$ cat src/rtl/rc4_pkg.sv
package rc4_pkg;

  localparam int TABLE_DEPTH = 256;
  localparam int BYTE_W      = 8;

  typedef logic [BYTE_W-1:0] byte_t;

  localparam byte_t LAST_INDEX = byte_t'(TABLE_DEPTH - 1);

  typedef enum logic [1:0] {
    OP_LOAD_PERM = 2'd0,
    OP_LOAD_KEY  = 2'd1,
    OP_SCHEDULE  = 2'd2,
    OP_CRYPT     = 2'd3
  } op_t;

  // one read and one write request to a table in a cycle
  typedef struct packed {
    logic  rd;
    byte_t rd_addr;
    logic  wr;
    byte_t wr_addr;
    byte_t wr_data;
  } mem_req_t;

endpackage

$ cat src/rtl/rc4_ifs.sv
interface rc4_in_if;
  logic               valid;
  logic               ready;
  logic [1:0]         operation;
  rc4_pkg::byte_t     index;
  rc4_pkg::byte_t     data_byte;

  modport source (output valid, output operation, output index, output data_byte, input ready);
  modport sink   (input valid, input operation, input index, input data_byte, output ready);
endinterface


$ cat src/rtl/rc4_seq.sv
module rc4_seq (
  input  logic              clk,
  input  logic              rst,
  rc4_in_if.sink            din,
  input  logic              res_ready,
  output logic              res_valid,
  output rc4_pkg::byte_t    res_byte,
  output rc4_pkg::mem_req_t perm_req,
  output rc4_pkg::mem_req_t key_req,
  input  rc4_pkg::byte_t    perm_q,
  input  rc4_pkg::byte_t    key_q
);
  import rc4_pkg::*;

  typedef enum logic [1:0] {IDLE, FETCH_J, SWAP_A, SWAP_J} state_t;

  state_t state;
  logic   sched;
  logic   fwd_a;
  logic   ks_fwd;
  byte_t  ptr_i, ptr_j;
  byte_t  a, jj, sa, d, ks_val;

  logic   in_xfer;
  byte_t  sa_cur, j_sum, ks_addr, keystream, a_inc, ptr_i_inc;

  assign din.ready = (state == IDLE);
  assign in_xfer   = din.valid && din.ready;

  assign a_inc     = a + byte_t'(1);
  assign ptr_i_inc = ptr_i + byte_t'(1);
  // S[a] was just rewritten by the previous swap when a hit its j
  assign sa_cur    = fwd_a ? sa : perm_q;
  assign j_sum     = jj + sa_cur + (sched ? key_q : byte_t'(0));
  assign ks_addr   = sa + perm_q;
  assign keystream = ks_fwd ? ks_val : perm_q;
  assign res_byte  = d ^ keystream;
  assign res_valid = (state == SWAP_J) && !sched;

  always_comb begin
    perm_req = '0;
    key_req  = '0;
    unique case (state)
      IDLE: begin
        if (in_xfer) begin
          unique case (din.operation)
            OP_LOAD_PERM: begin
              perm_req.wr      = 1'b1;
              perm_req.wr_addr = din.index;
              perm_req.wr_data = din.data_byte;
            end
            OP_LOAD_KEY: begin
              key_req.wr      = 1'b1;
              key_req.wr_addr = din.index;
              key_req.wr_data = din.data_byte;
            end
            OP_SCHEDULE: begin
              perm_req.rd = 1'b1;
              key_req.rd  = 1'b1;
            end
            OP_CRYPT: begin
              perm_req.rd      = 1'b1;
              perm_req.rd_addr = ptr_i_inc;
            end
          endcase
        end
      end
      FETCH_J: begin
        perm_req.rd      = 1'b1;
        perm_req.rd_addr = j_sum;
      end
      SWAP_A: begin
        perm_req.wr      = 1'b1;
        perm_req.wr_addr = a;
        perm_req.wr_data = perm_q;
        if (!sched) begin
          perm_req.rd      = 1'b1;
          perm_req.rd_addr = ks_addr;
        end
      end
      SWAP_J: begin
        perm_req.wr      = 1'b1;
        perm_req.wr_addr = jj;
        perm_req.wr_data = sa;
        if (sched && (a != LAST_INDEX)) begin
          perm_req.rd      = 1'b1;
          perm_req.rd_addr = a_inc;
          key_req.rd       = 1'b1;
          key_req.rd_addr  = a_inc;
        end
      end
    endcase
  end

  always_ff @(posedge clk) begin
    if (rst) begin
      state <= IDLE;
      sched <= 1'b0;
      fwd_a <= 1'b0;
      ptr_i <= '0;
      ptr_j <= '0;
    end else begin
      unique case (state)
        IDLE: begin
          if (in_xfer) begin
            unique case (din.operation)
              OP_LOAD_PERM, OP_LOAD_KEY: ;
              OP_SCHEDULE: begin
                sched <= 1'b1;
                a     <= '0;
                jj    <= '0;
                fwd_a <= 1'b0;
                state <= FETCH_J;
              end
              OP_CRYPT: begin
                sched <= 1'b0;
                a     <= ptr_i_inc;
                jj    <= ptr_j;
                d     <= din.data_byte;
                fwd_a <= 1'b0;
                state <= FETCH_J;
              end
            endcase
          end
        end
        FETCH_J: begin
          sa    <= sa_cur;
          jj    <= j_sum;
          state <= SWAP_A;
        end
        SWAP_A: begin
          // keystream entry may be one of the two being swapped
          ks_fwd <= (ks_addr == a) || (ks_addr == jj);
          ks_val <= (ks_addr == a) ? perm_q : sa;
          state  <= SWAP_J;
        end
        SWAP_J: begin
          if (sched) begin
            if (a == LAST_INDEX) begin
              ptr_i <= '0;
              ptr_j <= '0;
              state <= IDLE;
            end else begin
              a     <= a_inc;
              fwd_a <= (a_inc == jj);
              state <= FETCH_J;
            end
          end else if (res_ready) begin
            ptr_i <= a;
            ptr_j <= jj;
            state <= IDLE;
          end
        end
      endcase
    end
  end

endmodule

$ cat src/flat_wrapper.sv
// flat-port wrapper written by rule: the top's interface ports become plain ports
module rc4_seq_flat import rc4_pkg::*;
  (clk, rst, res_ready, res_valid, res_byte, perm_req, key_req, perm_q, key_q, din_valid, din_operation, din_index, din_data_byte, din_ready);
  rc4_in_if din_i ();
  input  logic clk;
  input  logic rst;
  input  logic res_ready;
  output logic res_valid;
  output rc4_pkg::byte_t res_byte;
  output rc4_pkg::mem_req_t perm_req;
  output rc4_pkg::mem_req_t key_req;
  input  rc4_pkg::byte_t perm_q;
  input  rc4_pkg::byte_t key_q;
  input wire logic [$bits(din_i.valid)-1:0] din_valid;
  input wire logic [$bits(din_i.operation)-1:0] din_operation;
  input wire logic [$bits(din_i.index)-1:0] din_index;
  input wire logic [$bits(din_i.data_byte)-1:0] din_data_byte;
  output wire logic [$bits(din_i.ready)-1:0] din_ready;
  assign din_i.valid = din_valid;
  assign din_i.operation = din_operation;
  assign din_i.index = din_index;
  assign din_i.data_byte = din_data_byte;
  assign din_ready = din_i.ready;
  rc4_seq u_core (.clk(clk), .rst(rst), .din(din_i), .res_ready(res_ready), .res_valid(res_valid), .res_byte(res_byte), .perm_req(perm_req), .key_req(key_req), .perm_q(perm_q), .key_q(key_q));
endmodule
$ cat config.mk
export PLATFORM = sky130hd
export DESIGN_NAME = rc4_seq_flat
export DESIGN_NICKNAME = d
export VERILOG_FILES = /design/src/rtl/rc4_pkg.sv /design/src/rtl/rc4_ifs.sv /design/src/rtl/rc4_seq.sv /design/src/flat_wrapper.sv
export SDC_FILE = /design/constraint.sdc
export NUM_CORES = 1
export LEC_CHECK = 0
export BUFFER_PORTS_ARGS = -buffer_cell sky130_fd_sc_hd__buf_2
export CAP_MARGIN = 0
export CORE_MARGIN = 3
export CORE_UTILIZATION = 50
export DETAILED_ROUTE_END_ITERATION = 12
export GPL_ROUTABILITY_DRIVEN = 0
export PLACE_DENSITY = 0.74
export REMOVE_ABC_BUFFERS = 1
export SYNTH_ARGS = -nofsm -noshare
export SYNTH_HDL_FRONTEND = slang
export SYNTH_SLANG_ARGS = --single-unit
$ cat constraint.sdc
create_clock -name clk -period 4.8 [get_ports clk]
set_clock_uncertainty 0.2 [all_clocks]
set_input_delay 0.72 -clock clk [delete_from_list [all_inputs] [get_ports clk]]
set_output_delay 0.72 -clock clk [all_outputs]
set_load 0.05 [all_outputs]
==> results.py, run 1 <==
metrics = {
    "outcome": {
        "status": "finished, final reports clean",
    },
    "critical_path": {
        "end_kind": "primary output",
        "cp.arrival_ps": 3770,
        "worst-path-max-fanout": 4,
        "cp.required_ps": 3880,
        "path_class": "primary input to primary output",
        "worstSetupStartpointType": "primary input",
    },
    "sta": {
        "slew-limit-headroom_pct": 33.7,
        "fmax_mhz": 213,
        "tightest_slew_ps": 995,
        "grt_setup_unrepaired": "false",
        "worst_slack_ps": 114,
        "fin_crit_sh_pct": 97.6,
        "hold_viol": 0,
        "layout_min_cycle_time_ps": 4690,
        "setup_tns_ps": 0,
        "setup_violations": 0,
        "slew_violations": 0,
    },
    "routing": {
        "wl_per_cell_um": 19.4,
        "wirelength_um": 14600,
        "drt-initial-drc-count": 404,
        "viasPerCell": 5.96,
        "vias": 4487,
        "drtAntennaViolNets": 0,
        "drc_errors": 0,
        "drt_pass1_iterations": 7,
    },
    "synth": {
        "synth-async-reset-ratio_pct": 0,
        "ys_ff_latch": 61,
        "ys.flop_type": "edfxtp_1",
        "synthDistinctLibCells": 64,
        "synth_common_cells": "nor2_1, edfxtp_1, nand2_1",
        "ys_seq_area_share_pct": 33.2,
        "synth_top_area_share_pct": 25.0,
        "synth_area_leaders": "edfxtp_1, dfxtp_1, xnor2_1",
        "synth-edff-count": 41,
        "ys_warn_count": 0,
        "synth_largest_area_cell": "edfxtp_1",
        "netlist_instances": 537,
        "yosysMostFrequentCell": "nor2_1",
        "avgSynthCellArea_um2": 9.16,
        "synth_area_um2": 4920,
    },
    "final_layout": {
        "antenna_cells": 0,
        "num-fill-cells": 834,
        "finalInstanceArea_um2": 5680,
        "multi_input_area_um2": 3000,
        "nets": 686,
        "regArea_um2": 1630,
        "syn2layout_area_growth_pct": 15.4,
        "drive_above_1_share_pct": 22.1,
        "fin_util_pct": 60.3,
    },
    "grt": {
        "grt_pass1_vias": 4306,
        "grt_overflow": 0,
        "grt_usage_pct": 26.5,
        "grt_antenna_before_repair": 0,
        "grt_pass1_wl_um": 23000,
        "grt_max_degree": 38,
    },
    "power": {
        "ir_drop_mv": 0.513,
        "p_leak_nw": 2.46,
        "p_per_area_nw_per_um2": 483,
    },
    "clock_network": {
        "cts_tree": "yes",
        "cts_max_level": 3,
        "clk_pin_slew_ps": 70,
        "cts_buffer_depth": 2,
        "post_cts_buffers": 0,
        "insertion_delay_ps": 350,
        "cts_buffers": 9,
        "ctsHoldBuffers": 0,
        "clock-sinks": 61,
        "root_buffer": "clkbuf_8",
    },
    "floorplan": {
        "rows": 35,
        "die_w_um": 105,
        "dieArea_um2": 11100,
        "dieHeight_um": 105,
        "core_area_um2": 9420,
        "pin_count": 100,
        "initial_utilization_pct": 52.3,
    },
    "hold_path": {
        "min_path_type": "register to register",
    },
    "placed_design": {
        "placed_area_um2": 5500,
        "place_ws_ps": 80.1,
        "dp_hpwl_um": 10600,
        "port-buffer-count": 99,
    },
    "run": {
        "cap_violations": 0,
    },
}
-- placed cells by master, fill, tap and decap left out, drive strengths merged, types with 10 or more instances in the layout --
master / n
xnor2: 37
nand3: 12
buf: 109
clkbuf: 14
nor3: 12
a21oi: 28
and2: 22
o21ai: 15
ha: 19
a222oi: 16
edfxtp: 41
mux2i: 21
nor3b: 10
xor2: 13
nor2: 54
nand2: 38
inv: 34
dfxtp: 20
-- cell type report --
class | count | share of cell area [%]
Sequential cell | 61 | 28.7
Multi-Input combinational cell | 404 | 52.9
Inverter | 34 | 2.25
Tap cell | 129 | 2.84
Clock inverter | 2 | 0.617
Timing Repair Buffer | 110 | 10.2
Clock buffer | 13 | 2.45
-- timing repair --
item / 4_1_cts / 5_1_grt
gates resized for setup: 0 / 2
endpoints found under the hold margin: 0 / 0
setup endpoints to repair: 0 / 1
-- report_power, final --
group          internal [mW]  switching (mW)
sequential             0.655          0.0983
clock                  0.237           0.208
combinational          0.493            1.05
-- logic make-up (layout without fill, tap and decap cells) --
| kind of cell | count (synthesis) | in the layout | share of synthesized area (%) |
|---|---|---|---|
| adder cells (fa/ha/maj) | 28 | 28 | 8.49 |
| buffers and inverters | 72 | 159 | 6.08 |
| XOR/XNOR | 53 | 53 | 10.3 |
| AND/OR/NAND/NOR | 184 | 184 | 18.7 |
| AO/OA/AOI/OAI | 110 | 110 | 16.7 |
| multiplexers | 29 | 29 | 6.64 |
| flip-flops | 61 | 61 | 33.2 |
-- final timing paths --
check                               start                      endpoint  slack (ps)  cells after the start
max reg2reg        u_core.sa[0]$_DFFE_PP_    u_core.ks_val[7]$_DFFE_PP_        1370                      9
max                             perm_q[1]                  perm_req[24]         110                     14
min          u_core.ptr_j[0]$_SDFFE_PP0P_  u_core.ptr_j[0]$_SDFFE_PP0P_         290                      2
min reg2reg  u_core.ptr_j[0]$_SDFFE_PP0P_  u_core.ptr_j[0]$_SDFFE_PP0P_         290                      2
-- flip-flops by register name, summed over array words and instances (netlist names), 2 cells and up --
signal and flops:
u_core.a 8, u_core.sa 8, u_core.ks_val 8, u_core.d 8
u_core.state 2, u_core.ptr_i 8, u_core.ptr_j 8, u_core.jj 8
-- metrics by stage --
stage / power, mW / hold WS [ps] / instances
4_1_cts: 2.72 / 302 / 753
5_1_grt: 2.88 / 325 / 753
3_5_place_dp: 2.28 / 286 / 738
6_report: 2.74 / 293 / 753
2_1_floorplan: 1.87 / 257 / 499
3_3_place_gp: 2.25 / 267 / 738
-- layer usage --
metal	vias up	GRT usage (%)	part of all wire (%)
li1	2093	-	-
met1	2107	34.3	41
met2	245	43.3	47
met3	42	5.19	9.5
met4	0	10.8	2.7
met5	-	0	0
-- worst max-delay path, stage by stage --
cell and delay (ps):
buf_2 120, inv_1 120, o21ai_0 100, buf_4 150, fa_1 450, ha_1 240
fa_1 450, a21o_1 200, a21oi_2 180, o21ai_0 170, xnor2_1 180, a221oi_1 300
o22ai_1 130, clkbuf_4 250
Note: power is estimated with default switching activity, not from simulation.
==> inputs of run 2 (changes only) <==
Settings changed: MAX_ROUTING_LAYER from default to met4.
==> results.py, run 2 (same netlist as run 1, synthesis figures left out) <==
metrics = {
    "power": {
        "p_int_mw": 1.39,
        "clkPwrFrac_pct": 16.3,
        "p_switching_mw": 1.36,
        "swShare_pct": 49.6,
        "ir_drop_mv": 0.515,
        "power_frac_seq_pct": 27.4,
        "pwr-share-comb_pct": 56.3,
        "p_per_area_nw_per_um2": 484,
        "p_leak_nw": 2.46,
    },
    "clock_network": {
        "cts_tree": "yes",
        "clk_pin_slew_ps": 70,
        "insertion_delay_ps": 350,
        "root_buffer": "clkbuf_8",
        "clock-sinks": 61,
        "ctsHoldBuffers": 0,
        "cts_buffers": 9,
        "cts_buffer_depth": 2,
        "cts_max_level": 3,
    },
    "sta": {
        "grt_setup_unrepaired": "false",
        "setup_tns_ps": 0,
        "layout_min_cycle_time_ps": 4690,
        "fmax_mhz": 213,
        "tightest_slew_ps": 1000,
        "slew_violations": 0,
        "fin_crit_sh_pct": 97.8,
        "worst_slack_ps": 107,
        "hold_viol": 0,
        "slew-limit-headroom_pct": 33.1,
        "setup_violations": 0,
    },
    "hold_path": {
        "timing.hold.worst.start": "u_core.ptr_j[0]$_SDFFE_PP0P_",
        "hold_depth": 2,
        "min_path_type": "register to register",
        "hold_end": "u_core.ptr_j[0]$_SDFFE_PP0P_",
    },
    "placed_design": {
        "place_ws_ps": 80.1,
        "dp.cells": 738,
        "placed_area_um2": 5500,
        "port-buffer-count": 99,
        "dp_hpwl_um": 10600,
    },
    "routing": {
        "drc_errors": 0,
        "drtAntennaViolNets": 0,
        "drt_pass1_iterations": 6,
        "wirelength_um": 14700,
        "viasPerCell": 6.03,
        "drt-initial-drc-count": 440,
        "wl_per_cell_um": 19.5,
        "vias": 4541,
    },
    "final_layout": {
        "regArea_um2": 1630,
        "num-fill-cells": 834,
        "syn2layout_area_growth_pct": 15.4,
        "drive_above_1_share_pct": 22.1,
        "mostFrequentLayoutCell": "buf_2",
        "fin_util_pct": 60.3,
        "finalInstanceArea_um2": 5680,
        "nets": 686,
        "final_cell_mix": "buf_2, nor2_1, edfxtp_1, nand2_1, xnor2_1",
        "multi_input_area_um2": 3000,
        "stdcell_count": 753,
        "antenna_cells": 0,
    },
    "floorplan": {
        "dieHeight_um": 105,
        "pin_count": 100,
        "dieArea_um2": 11100,
        "die_w_um": 105,
        "rows": 35,
        "core_area_um2": 9420,
        "initial_utilization_pct": 52.3,
    },
    "outcome": {
        "status": "finished, final reports clean",
    },
    "critical_path": {
        "worst-path-max-fanout": 4,
        "end_kind": "primary output",
        "reg2reg_slack_ps": 1360,
        "cp.required_ps": 3880,
        "crit_buf_inv": 4,
        "timing.rr.start": "u_core.sa[0]$_DFFE_PP_",
        "cpMaxStageDelayCell": "fa_1",
        "critPathMaxStageDelay_ps": 450,
        "reg2regPathDepth": 9,
        "worstSetupStartpointType": "primary input",
        "critPathTopFamily": "adder cells",
        "rr_endpoint": "u_core.ks_val[7]$_DFFE_PP_",
        "path_class": "primary input to primary output",
        "crit_chain": "buf_2, inv_1, o21ai_0, buf_4, fa_1, ha_1, fa_1, a21o_1, a21oi_2, o21ai_0, xnor2_1, a221oi_1, o22ai_1, clkbuf_4",
        "cp.arrival_ps": 3770,
    },
    "grt": {
        "grt_pass1_wl_um": 23000,
        "grt_usage_pct": 27.3,
        "grt_overflow": 0,
        "grt_antenna_before_repair": 0,
        "grt_pass1_vias": 4284,
        "grt_max_degree": 38,
    },
    "run": {
        "cap_violations": 0,
    },
}
[run 2: worst max-delay path by stage]
stage / cells after the start / slack [ps] / from / end
floorplan: 5 / 90 / u_core.state[0]$_SDFFE_PP0P_ / key_req[0]
global placement: 14 / 140 / perm_q[1] / perm_req[24]
detailed placement: 14 / 80 / perm_q[1] / perm_req[24]
CTS: 14 / 70 / perm_q[1] / perm_req[24]
global route: 14 / 30 / perm_q[1] / perm_req[24]
finish: 14 / 110 / perm_q[1] / perm_req[24]
[run 2: final cells by class]
cell class / instances / share of cell area (%)
Multi-Input combinational cell: 404 / 52.9
Sequential cell: 61 / 28.7
Timing Repair Buffer: 110 / 10.2
Tap cell: 129 / 2.84
Clock buffer: 13 / 2.45
Inverter: 34 / 2.25
Clock inverter: 2 / 0.617
[run 2: tightest hold or removal path: cells and delay by family, from the launching register on]
kind             cells  cell delay (ps)
AND/OR/NAND/NOR      1               70
flip-flops           1              330
AO/OA/AOI/OAI        1               60
[run 2: layer usage]
| layer | track usage, % | vias to the layer above | wire length, µm |
|---|---|---|---|
| met3 | 5.25 | 39 | 1500 |
| met2 | 43.3 | 299 | 6910 |
| met1 | 35.0 | 2110 | 5830 |
| li1 | - | 2093 | - |
| met4 | 9.37 | 0 | 405 |
| met5 | - | - | 0 |
[run 2: metrics by stage]
step	hold WS (ps)	total power, mW
floorplan	257	1.87
global placement	267	2.25
detailed placement	286	2.28
CTS	302	2.72
global route	325	2.88
finish	299	2.75
[run 2: power by group through the flow]
stage / Combinational, mW / Clock, mW / Sequential (mW)
6_report: 1.55 / 0.448 / 0.753
5_1_grt: 1.65 / 0.469 / 0.759
4_1_cts: 1.53 / 0.446 / 0.748
3_5_place_dp: 1.52 / 0 / 0.759
3_3_place_gp: 1.50 / 0 / 0.756
2_1_floorplan: 1.14 / 0 / 0.727
[run 2: what timing repair did]
item / in CTS / in global routing
endpoints found under the setup margin: 0 / 1
buffers inserted: 0 / 0
resized for setup: 0 / 2
